==> src/hdl/srp_pkg.sv <==
// types, constants and codes shared by the shelf packer modules
package srp_pkg;

  localparam int PAGE_LIMIT = 16;
  localparam int MAX_EDGE   = 8192;
  localparam int MIN_EDGE   = 4;

  localparam int EDGE_W  = 14;
  localparam int POS_W   = 13;
  localparam int MIP_W   = 4;
  localparam int BYTES_W = 48;
  localparam int PAGE_W  = $clog2(PAGE_LIMIT);
  localparam int CNT_W   = $clog2(PAGE_LIMIT + 1);
  localparam int PB_W    = 2 * EDGE_W + 1;
  localparam int PROD_W  = PB_W + CNT_W;
  localparam int CFG_W   = BYTES_W;

  typedef enum logic [1:0] {
    ST_PLACED    = 2'd0,
    ST_TOO_LARGE = 2'd1,
    ST_LIMIT     = 2'd2,
    ST_BAD_CFG   = 2'd3
  } srp_status_t;

  typedef enum logic [1:0] {
    CFG_PAGE_SIZE  = 2'd0,
    CFG_MIP_LEVELS = 2'd1,
    CFG_MAX_PAGES  = 2'd2,
    CFG_MAX_BYTES  = 2'd3
  } srp_cfg_idx_t;

  // commands from the controller
  typedef struct packed {
    logic        load;
    logic        prep;
    logic        scan_inc;
    logic        commit;
    logic        new_page;
    logic        emit;
    srp_status_t code;
  } srp_cmd_t;

  // status back to the controller
  typedef struct packed {
    logic cfg_ok;
    logic too_big;
    logic scan_end;
    logic hit;
    logic limit_fail;
  } srp_stat_t;

endpackage

==> src/hdl/srp_ctrl.sv <==
// placement sequencer: check, page scan, new page, result
module srp_ctrl import srp_pkg::*; (
  input  logic      clk,
  input  logic      rst_n,
  input  logic      start,
  input  srp_stat_t stat,
  output logic      busy,
  output srp_cmd_t  cmd
);

  typedef enum logic [2:0] {
    S_IDLE,
    S_CHECK,
    S_EVAL,
    S_SCAN,
    S_OPEN
  } state_t;

  state_t state_r, state_nxt;
  logic   busy_r, busy_nxt;

  always_comb begin
    state_nxt = state_r;
    cmd       = '0;
    cmd.code  = ST_PLACED;
    case (state_r)
      S_IDLE: begin
        if (start) begin
          cmd.load  = 1'b1;
          state_nxt = S_CHECK;
        end
      end
      S_CHECK: begin
        cmd.prep  = 1'b1;
        state_nxt = S_EVAL;
      end
      S_EVAL: begin
        if (!stat.cfg_ok) begin
          cmd.emit  = 1'b1;
          cmd.code  = ST_BAD_CFG;
          state_nxt = S_IDLE;
        end else if (stat.too_big) begin
          cmd.emit  = 1'b1;
          cmd.code  = ST_TOO_LARGE;
          state_nxt = S_IDLE;
        end else begin
          state_nxt = S_SCAN;
        end
      end
      S_SCAN: begin
        if (stat.scan_end) begin
          state_nxt = S_OPEN;
        end else if (stat.hit) begin
          cmd.commit = 1'b1;
          cmd.emit   = 1'b1;
          state_nxt  = S_IDLE;
        end else begin
          cmd.scan_inc = 1'b1;
        end
      end
      S_OPEN: begin
        cmd.emit  = 1'b1;
        state_nxt = S_IDLE;
        if (stat.limit_fail) begin
          cmd.code = ST_LIMIT;
        end else begin
          cmd.commit   = 1'b1;
          cmd.new_page = 1'b1;
        end
      end
      default: begin
        state_nxt = S_IDLE;
      end
    endcase
    busy_nxt = (state_nxt != S_IDLE);
  end

  always_ff @(posedge clk) begin
    if (!rst_n) begin
      state_r <= S_IDLE;
      busy_r  <= 1'b0;
    end else begin
      state_r <= state_nxt;
      busy_r  <= busy_nxt;
    end
  end

  assign busy = busy_r;

endmodule

==> src/hdl/srp_dpath.sv <==
// packer datapath: settings, shelf table, fit tests and result register
module srp_dpath import srp_pkg::*; (
  input  logic                clk,
  input  logic                rst_n,
  input  logic                cfg_we,
  input  logic [1:0]          cfg_index,
  input  logic [CFG_W-1:0]    cfg_data,
  input  logic                in_start_new,
  input  logic [EDGE_W-1:0]   in_rect_width,
  input  logic [EDGE_W-1:0]   in_rect_height,
  input  logic                in_srgb_class,
  input  srp_cmd_t            cmd,
  output srp_stat_t           stat,
  output logic                out_valid,
  output logic [1:0]          out_status,
  output logic [PAGE_W-1:0]   out_page_index,
  output logic [POS_W-1:0]    out_pos_x,
  output logic [POS_W-1:0]    out_pos_y,
  output logic                out_opened_page
);

  // settings
  logic [EDGE_W-1:0]  page_size_r;
  logic [MIP_W-1:0]   mip_levels_r;
  logic [CNT_W-1:0]   max_pages_r;
  logic [BYTES_W-1:0] max_bytes_r;

  // per-page shelf table
  logic [EDGE_W-1:0] shelf_x_r   [PAGE_LIMIT];
  logic [EDGE_W-1:0] shelf_y_r   [PAGE_LIMIT];
  logic [EDGE_W-1:0] shelf_h_r   [PAGE_LIMIT];
  logic              page_cls_r  [PAGE_LIMIT];
  logic [CNT_W-1:0]  pages_open_r;

  // current word and prepared values
  logic [EDGE_W-1:0] w_r, h_r, pad_r, pw_r, ph_r;
  logic              cls_r;
  logic              cfg_ok_r, too_big_r;
  logic [PB_W-1:0]   pbytes_r;
  logic [PROD_W-1:0] prod_r;
  logic [CNT_W-1:0]  idx_r;

  // result register
  logic              out_valid_r;
  logic [1:0]        out_status_r;
  logic [PAGE_W-1:0] out_page_r;
  logic [POS_W-1:0]  out_x_r, out_y_r;
  logic              out_opened_r;

  // settings check
  logic [MIP_W-1:0]  lg;
  logic              ps_ok, mip_ok;
  logic [EDGE_W-1:0] pad;
  logic [15:0]       w2, h2, w_rnd, h_rnd, pad_mask;
  logic [PB_W-1:0]   pbytes;

  always_comb begin
    lg = '0;
    for (int i = 0; i < EDGE_W; i++) begin
      if (page_size_r[i]) lg = MIP_W'(i);
    end
  end

  assign ps_ok = (page_size_r != '0)
              && ((page_size_r & (page_size_r - 1'b1)) == '0)
              && (page_size_r >= EDGE_W'(MIN_EDGE))
              && (page_size_r <= EDGE_W'(MAX_EDGE));
  assign mip_ok = (mip_levels_r != '0)
               && ({1'b0, mip_levels_r} <= ({1'b0, lg} + 5'd1));

  // one mip level of edge e costs 4*e*e bytes: one bit per level
  always_comb begin
    pbytes = '0;
    for (int j = 0; j < EDGE_W; j++) begin
      if ((5'(j) <= {1'b0, lg}) && ((5'(j) + {1'b0, mip_levels_r}) >= ({1'b0, lg} + 5'd1)))
        pbytes[2*j+2] = 1'b1;
    end
  end

  assign pad      = EDGE_W'(15'd1 << (mip_levels_r - 4'd1));
  assign w2       = 16'(w_r) + {1'b0, pad, 1'b0};
  assign h2       = 16'(h_r) + {1'b0, pad, 1'b0};
  assign pad_mask = ~(16'(pad) - 16'd1);
  assign w_rnd    = (w2 + 16'(pad) - 16'd1) & pad_mask;
  assign h_rnd    = (h2 + 16'(pad) - 16'd1) & pad_mask;

  // candidate position on the page under scan
  logic [PAGE_W-1:0] sel;
  logic [EDGE_W-1:0] sx, sy, sh;
  logic              wrap, fits;
  logic [EDGE_W-1:0] cand_x;
  logic [EDGE_W:0]   cand_y;

  assign sel    = idx_r[PAGE_W-1:0];
  assign sx     = shelf_x_r[sel];
  assign sy     = shelf_y_r[sel];
  assign sh     = shelf_h_r[sel];
  assign wrap   = (15'(sx) + 15'(pw_r)) > 15'(page_size_r);
  assign cand_x = wrap ? '0 : sx;
  assign cand_y = wrap ? (15'(sy) + 15'(sh)) : 15'(sy);
  assign fits   = (16'(cand_y) + 16'(ph_r)) <= 16'(page_size_r);

  // page cap and byte budget
  logic [CNT_W-1:0] cap;
  assign cap = (max_pages_r > CNT_W'(PAGE_LIMIT)) ? CNT_W'(PAGE_LIMIT) : max_pages_r;

  assign stat.cfg_ok     = cfg_ok_r;
  assign stat.too_big    = too_big_r;
  assign stat.scan_end   = (idx_r >= pages_open_r);
  assign stat.hit        = (page_cls_r[sel] == cls_r) && fits;
  assign stat.limit_fail = (pages_open_r >= cap) || (BYTES_W'(prod_r) > max_bytes_r);

  // commit values
  logic [PAGE_W-1:0] cm_page;
  logic [EDGE_W-1:0] cm_x, cm_h;
  logic [EDGE_W:0]   cm_y;

  assign cm_page = cmd.new_page ? pages_open_r[PAGE_W-1:0] : sel;
  assign cm_x    = cmd.new_page ? '0 : cand_x;
  assign cm_y    = cmd.new_page ? '0 : cand_y;
  always_comb begin
    if (cmd.new_page || (cand_y != 15'(sy)))
      cm_h = ph_r;
    else
      cm_h = (sh > ph_r) ? sh : ph_r;
  end

  always_ff @(posedge clk) begin
    if (!rst_n) begin
      page_size_r  <= EDGE_W'(1024);
      mip_levels_r <= MIP_W'(1);
      max_pages_r  <= CNT_W'(PAGE_LIMIT);
      max_bytes_r  <= '1;
      pages_open_r <= '0;
      out_valid_r  <= 1'b0;
    end else begin
      if (cfg_we) begin
        case (cfg_index)
          CFG_PAGE_SIZE:  page_size_r  <= cfg_data[EDGE_W-1:0];
          CFG_MIP_LEVELS: mip_levels_r <= cfg_data[MIP_W-1:0];
          CFG_MAX_PAGES:  max_pages_r  <= cfg_data[CNT_W-1:0];
          CFG_MAX_BYTES:  max_bytes_r  <= cfg_data[BYTES_W-1:0];
          default: ;
        endcase
      end
      if (cmd.load && in_start_new)
        pages_open_r <= '0;
      else if (cmd.commit && cmd.new_page)
        pages_open_r <= pages_open_r + 1'b1;
      out_valid_r <= cmd.emit;
    end
  end

  always_ff @(posedge clk) begin
    if (cmd.load) begin
      w_r   <= in_rect_width;
      h_r   <= in_rect_height;
      cls_r <= in_srgb_class;
    end
    if (cmd.prep) begin
      cfg_ok_r  <= ps_ok && mip_ok && (max_pages_r != '0);
      too_big_r <= (w2 > 16'(page_size_r)) || (h2 > 16'(page_size_r));
      pad_r     <= pad;
      pw_r      <= EDGE_W'(w_rnd);
      ph_r      <= EDGE_W'(h_rnd);
      pbytes_r  <= pbytes;
      idx_r     <= '0;
    end else if (cmd.scan_inc) begin
      idx_r <= idx_r + 1'b1;
    end
    // bytes needed with one more page, ready before any new-page decision
    prod_r <= PROD_W'(pages_open_r + 1'b1) * PROD_W'(pbytes_r);
    if (cmd.commit) begin
      shelf_x_r[cm_page]  <= EDGE_W'(15'(cm_x) + 15'(pw_r));
      shelf_y_r[cm_page]  <= cm_y[EDGE_W-1:0];
      shelf_h_r[cm_page]  <= cm_h;
      page_cls_r[cm_page] <= cls_r;
    end
    if (cmd.emit) begin
      out_status_r <= cmd.code;
      if (cmd.commit) begin
        out_page_r   <= cm_page;
        out_x_r      <= POS_W'(15'(cm_x) + 15'(pad_r));
        out_y_r      <= POS_W'(16'(cm_y) + 16'(pad_r));
        out_opened_r <= cmd.new_page;
      end else begin
        out_page_r   <= '0;
        out_x_r      <= '0;
        out_y_r      <= '0;
        out_opened_r <= 1'b0;
      end
    end
  end

  assign out_valid       = out_valid_r;
  assign out_status      = out_status_r;
  assign out_page_index  = out_page_r;
  assign out_pos_x       = out_x_r;
  assign out_pos_y       = out_y_r;
  assign out_opened_page = out_opened_r;

endmodule

==> src/hdl/shelf_rect_packer.sv <==
// shelf_rect_packer: places rectangles into square pages, one open shelf per page
//
// input: pulse start with in_start_new, in_rect_width, in_rect_height and
// in_srgb_class valid; the word is taken on the edge where start is high and
// busy is low. busy stays high until the result is issued.
// output: one word per input, shown for exactly one cycle with out_valid high
// (status, page index, corner of the unpadded rectangle, opened-page flag).
// the receiver cannot hold results off, and none is needed.
// sequence: the word is loaded and checked, and errors for bad settings or
// oversized rectangles are issued; otherwise the open pages (up to 16) are
// scanned in order for the first of the same class with room; if none has
// room a new page is tried. the page scan reads one shelf entry a cycle.
// a new start may be given in the cycle the result is shown.
// configuration: cfg_we, cfg_index, cfg_data write a register at once; write
// only while the block is idle.
// reset: synchronous, active low; settings return to their defaults and all
// pages are closed. the shelf table itself needs no clearing.
module shelf_rect_packer import srp_pkg::*; (
  input  logic              clk,
  input  logic              rst_n,
  input  logic              start,
  output logic              busy,
  input  logic              in_start_new,
  input  logic [EDGE_W-1:0] in_rect_width,
  input  logic [EDGE_W-1:0] in_rect_height,
  input  logic              in_srgb_class,
  input  logic              cfg_we,
  input  logic [1:0]        cfg_index,
  input  logic [CFG_W-1:0]  cfg_data,
  output logic              out_valid,
  output logic [1:0]        out_status,
  output logic [PAGE_W-1:0] out_page_index,
  output logic [POS_W-1:0]  out_pos_x,
  output logic [POS_W-1:0]  out_pos_y,
  output logic              out_opened_page
);

  srp_cmd_t  cmd;
  srp_stat_t stat;

  srp_ctrl u_ctrl (
    .clk   (clk),
    .rst_n (rst_n),
    .start (start),
    .stat  (stat),
    .busy  (busy),
    .cmd   (cmd)
  );

  srp_dpath u_dpath (
    .clk             (clk),
    .rst_n           (rst_n),
    .cfg_we          (cfg_we),
    .cfg_index       (cfg_index),
    .cfg_data        (cfg_data),
    .in_start_new    (in_start_new),
    .in_rect_width   (in_rect_width),
    .in_rect_height  (in_rect_height),
    .in_srgb_class   (in_srgb_class),
    .cmd             (cmd),
    .stat            (stat),
    .out_valid       (out_valid),
    .out_status      (out_status),
    .out_page_index  (out_page_index),
    .out_pos_x       (out_pos_x),
    .out_pos_y       (out_pos_y),
    .out_opened_page (out_opened_page)
  );

endmodule

==> config.mk <==
export PLATFORM = sky130hd
export DESIGN_NAME = shelf_rect_packer
export DESIGN_NICKNAME = d
export VERILOG_FILES = /design/src/hdl/srp_pkg.sv /design/src/hdl/srp_ctrl.sv /design/src/hdl/srp_dpath.sv /design/src/hdl/shelf_rect_packer.sv
export SDC_FILE = /design/constraint.sdc
export NUM_CORES = 2
export LEC_CHECK = 0
export CAP_MARGIN = 25
export CORE_ASPECT_RATIO = 0.7
export CORE_MARGIN = 5
export CORE_UTILIZATION = 64
export CTS_CLUSTER_SIZE = 14
export DETAILED_ROUTE_END_ITERATION = 10
export DONT_BUFFER_PORTS = 1
export GPL_TIMING_DRIVEN = 1
export PLACE_DENSITY = 0.8
export SYNTH_ARGS = -nofsm -noshare
export SYNTH_HDL_FRONTEND = slang
export SYNTH_SLANG_ARGS = --single-unit
==> constraint.sdc <==
create_clock -name clk -period 17.81 [get_ports clk]
set_clock_uncertainty 0.15 [all_clocks]
set_input_delay 0.8905 -clock clk [delete_from_list [all_inputs] [get_ports clk]]
set_output_delay 0.8905 -clock clk [all_outputs]
set_load 0.05 [all_outputs]
==> reports/qor.csv <==
metric,value,unit
path_class,reg -> reg,
required,17.96,ns
ant_nets,0,
postCtsSetupRepairBufs,0,
worst_pin_slew,1.13,ns
drive_above_1_share,13.3,%
pwr-share-clk,33.3,%
path_delay_family,compound AO/OA/AOI/OAI gates,
ys_types,75,
grt_start_max_net_pins,81,
avgRoutedWirePerCell,26.8,µm
hold_viol_final,0,
p_total,5.47,mW
slew_headroom,24.1,%
grt_overflow,0,
yosys.area_share.adder,12.1,%
p_switching,1.52,mW
ys.flop_type,edfxtp_1,
cts_buffer_depth,3,
core-area,74900,µm²
root_buffer,clkbuf_16,
dieArea,81100,µm²
cts.sink_count,929,
first_global_vias,29800,
drt_pre_antenna_iters,6,
clk_latency,0.65,ns
start_util,64.4,%
dp_slack,5.58,ns
setup_ws,5.36,ns
die_y,240,µm
nets,4103,
regToRegSetupSlack,5.36,ns
dp_hpwl,85700,µm
rsz0062_at_grt,false,
synth-xor-area-share,3.13,%
synth-seq-cells,929,
muxShareOfSynthArea,10.7,%
wl,124000,µm
grt_use_total,30.6,%
antenna_found_initial,5,
ys_seq_area_share,55.2,%
synth_top_family_by_area,adder cells,
cts_made_buffers,87,
cts.clk_slew.worst_paths,0.06,ns
p_comb_share,19.0,%
gp_congestion,0.921,
leakage,20.1,nW
crit_arrival,12.60,ns
fillers,4944,
grt_pass1_wl,186000,µm
max-vdd-ir-drop,0.000112,V
syn_area,48300,µm²
crit_path_end_kind,flop,
port_buffers,0,
critPathMaxStageDelay,0.93,ns
syn-mean-instance-area,13.7,µm²
sw_frac_of_total,27.8,%
yosys.area_share.simple,8.05,%
htree_levels,3,
max_freq,80.3,MHz
tns,0,ns
cts_tree,yes,
ios,119,
netlist_instances,3513,
postSynth.asyncResetShare,0,%
crit_path_frequent_cell,ha_1,
num_vias,30400,
p_int,3.95,mW
status,"complete, no violations",
synth_compound_area_share,7.76,%
synth_edf_count,807,
period_needed,12.45,ns
ys_warn_count,0,
fin_crit_sh,69.9,%
max_cap_viol_count,0,
final_util,70.2,%
critPathSlowestCell,dfxtp_4,
maxSlewViolCount,0,
pwr_density_cell,104,nW/µm²
syn-num-nets,4044,
rows,84,
hold_ws,0.171,ns
hold_path.class,in -> reg,
min_from,rst_n,
crit_buf_inv,2,
cp-start-kind,flop,
drcViolationCount,0,
die_w,338,µm
vias_per_cell,6.55,
hold_buffers,0,
ctsResizeCount,0,
setup_violations,0,
pwr-share-seq,47.7,%
first_iter_violations,3064,
syn_to_final_growth,8.98,%
crit_fanout,46,
[cells in the mapped netlist, types with 12 or more instances]
| master | n | area share, % |
|---|---|---|
| nor3_1 | 45 | 0.47 |
| a22oi_1 | 12 | 0.19 |
| edfxtp_1 | 807 | 50 |
| mux2_2 | 19 | 0.44 |
| a21oi_1 | 151 | 1.6 |
| a211oi_1 | 18 | 0.28 |
| buf_2 | 20 | 0.21 |
| o211ai_1 | 43 | 0.67 |
| and2_1 | 73 | 0.95 |
| nand4_1 | 24 | 0.31 |
| nor2b_1 | 83 | 1.1 |
| a211o_1 | 12 | 0.22 |
| a31oi_1 | 29 | 0.38 |
| nand2b_1 | 24 | 0.31 |
| nand2_1 | 207 | 1.6 |
| ha_1 | 412 | 11 |
| dfxtp_1 | 122 | 5.1 |
| fa_1 | 35 | 1.5 |
| a21o_1 | 79 | 1.2 |
| mux4_2 | 207 | 9.7 |
| o21bai_1 | 13 | 0.20 |
| xor2_1 | 58 | 1.1 |
| or2_2 | 22 | 0.28 |
| nor4_1 | 18 | 0.23 |
| nor2_1 | 173 | 1.3 |
| xnor2_1 | 112 | 2.0 |
| mux2i_1 | 15 | 0.31 |
| inv_1 | 266 | 2.1 |
| clkbuf_1 | 66 | 0.51 |
| o21ai_0 | 79 | 0.82 |
| a21boi_0 | 21 | 0.33 |
| o21a_1 | 22 | 0.34 |
| and3_1 | 16 | 0.21 |
| nand3_1 | 67 | 0.69 |
[layout by cell type, fill, tap and decap left out, types with 29 or more instances in the layout]
cell       synthesis  layout
a21oi_1          151     151
xor2_1            58      58
buf_4              2      60
clkbuf_16          0      89
nand2_1          207     207
xnor2_1          112     112
inv_1            266     265
dfxtp_1          122     118
mux4_2           207     207
o211ai_1          43      43
ha_1             412     412
nor2_1           173     155
nor3_1            45      44
o21ai_0           79      79
and2_1            73      73
nor2b_1           83      83
edfxtp_1         807     807
a31oi_1           29      29
nand3_1           67      67
fa_1              35      35
a21o_1            79      79
[power groups by stage]
stage / combinational (mW) / clock [mW] / sequential (mW)
2_1_floorplan: 0.694 / 0 / 2.63
3_3_place_gp: 0.946 / 0 / 2.65
3_5_place_dp: 0.991 / 0 / 2.65
4_1_cts: 0.999 / 1.85 / 2.61
5_1_grt: 1.14 / 1.95 / 2.61
6_report: 1.04 / 1.82 / 2.61
[kinds of logic (layout without fill, tap and decap cells)]
family                     count (synthesis)  in the layout
AOI/OAI and AO/OA                        564            564
xor gates and xnor gates                 171            171
adders and majority gates                447            447
buffers and inverters                    364            493
DFF                                      929            929
muxes                                    251            251
other                                      0              2
and+or+nand+nor                          787            787
[final cells by class]
| class | instances | area, µm² | area share, % |
|---|---|---|---|
| multi-input cells | 2220 | 20300 | 38.6 |
| inverters | 267 | 1000 | 1.90 |
| diodes | 2 | 5.00 | 0.00951 |
| flip-flops and latches | 929 | 26700 | 50.7 |
| clock inverters | 42 | 460 | 0.875 |
| clock buffers | 117 | 2330 | 4.43 |
| well taps | 989 | 1240 | 2.35 |
| repair buffers | 67 | 572 | 1.09 |
[registers in the layout (all words and copies together) (netlist names), 14 cells and up, named ones only]
name,flops
u_dpath.h_r,14
u_dpath.max_bytes_r,48
u_dpath.page_cls_r,16
u_dpath.page_size_r,14
u_dpath.pbytes_r,14
u_dpath.ph_r,14
u_dpath.prod_r,32
u_dpath.pw_r,14
u_dpath.shelf_h_r,224
u_dpath.shelf_x_r,224
u_dpath.shelf_y_r,224
u_dpath.w_r,14
[metal layers]
layer,global-route usage (%),up-vias,routed length [µm]
li1,-,13400,-
met1,44.6,15200,52800
met2,47.1,1540,55500
met3,7.15,215,12600
met4,8.31,0,3350
met5,0,-,0
[final timing paths]
check	to	cells past startpoint
min	u_dpath.mip_levels_r[0]$_SDFFE_PN1P_	1
max	u_dpath.shelf_x_r[2][10]$_DFFE_PP_	36
max reg2reg	u_dpath.shelf_x_r[2][10]$_DFFE_PP_	36
min reg2reg	u_dpath.max_bytes_r[41]$_SDFFE_PN1P_	2
[stage by stage]
| step | std cells | instance area [µm²] |
|---|---|---|
| floorplan | 3513 | 48300 |
| global placement | 4452 | 49600 |
| detailed placement | 4458 | 49700 |
| CTS | 4617 | 52500 |
| global route | 4632 | 52600 |
| finish | 4633 | 52600 |
Note: power is estimated with default switching activity, not from simulation.
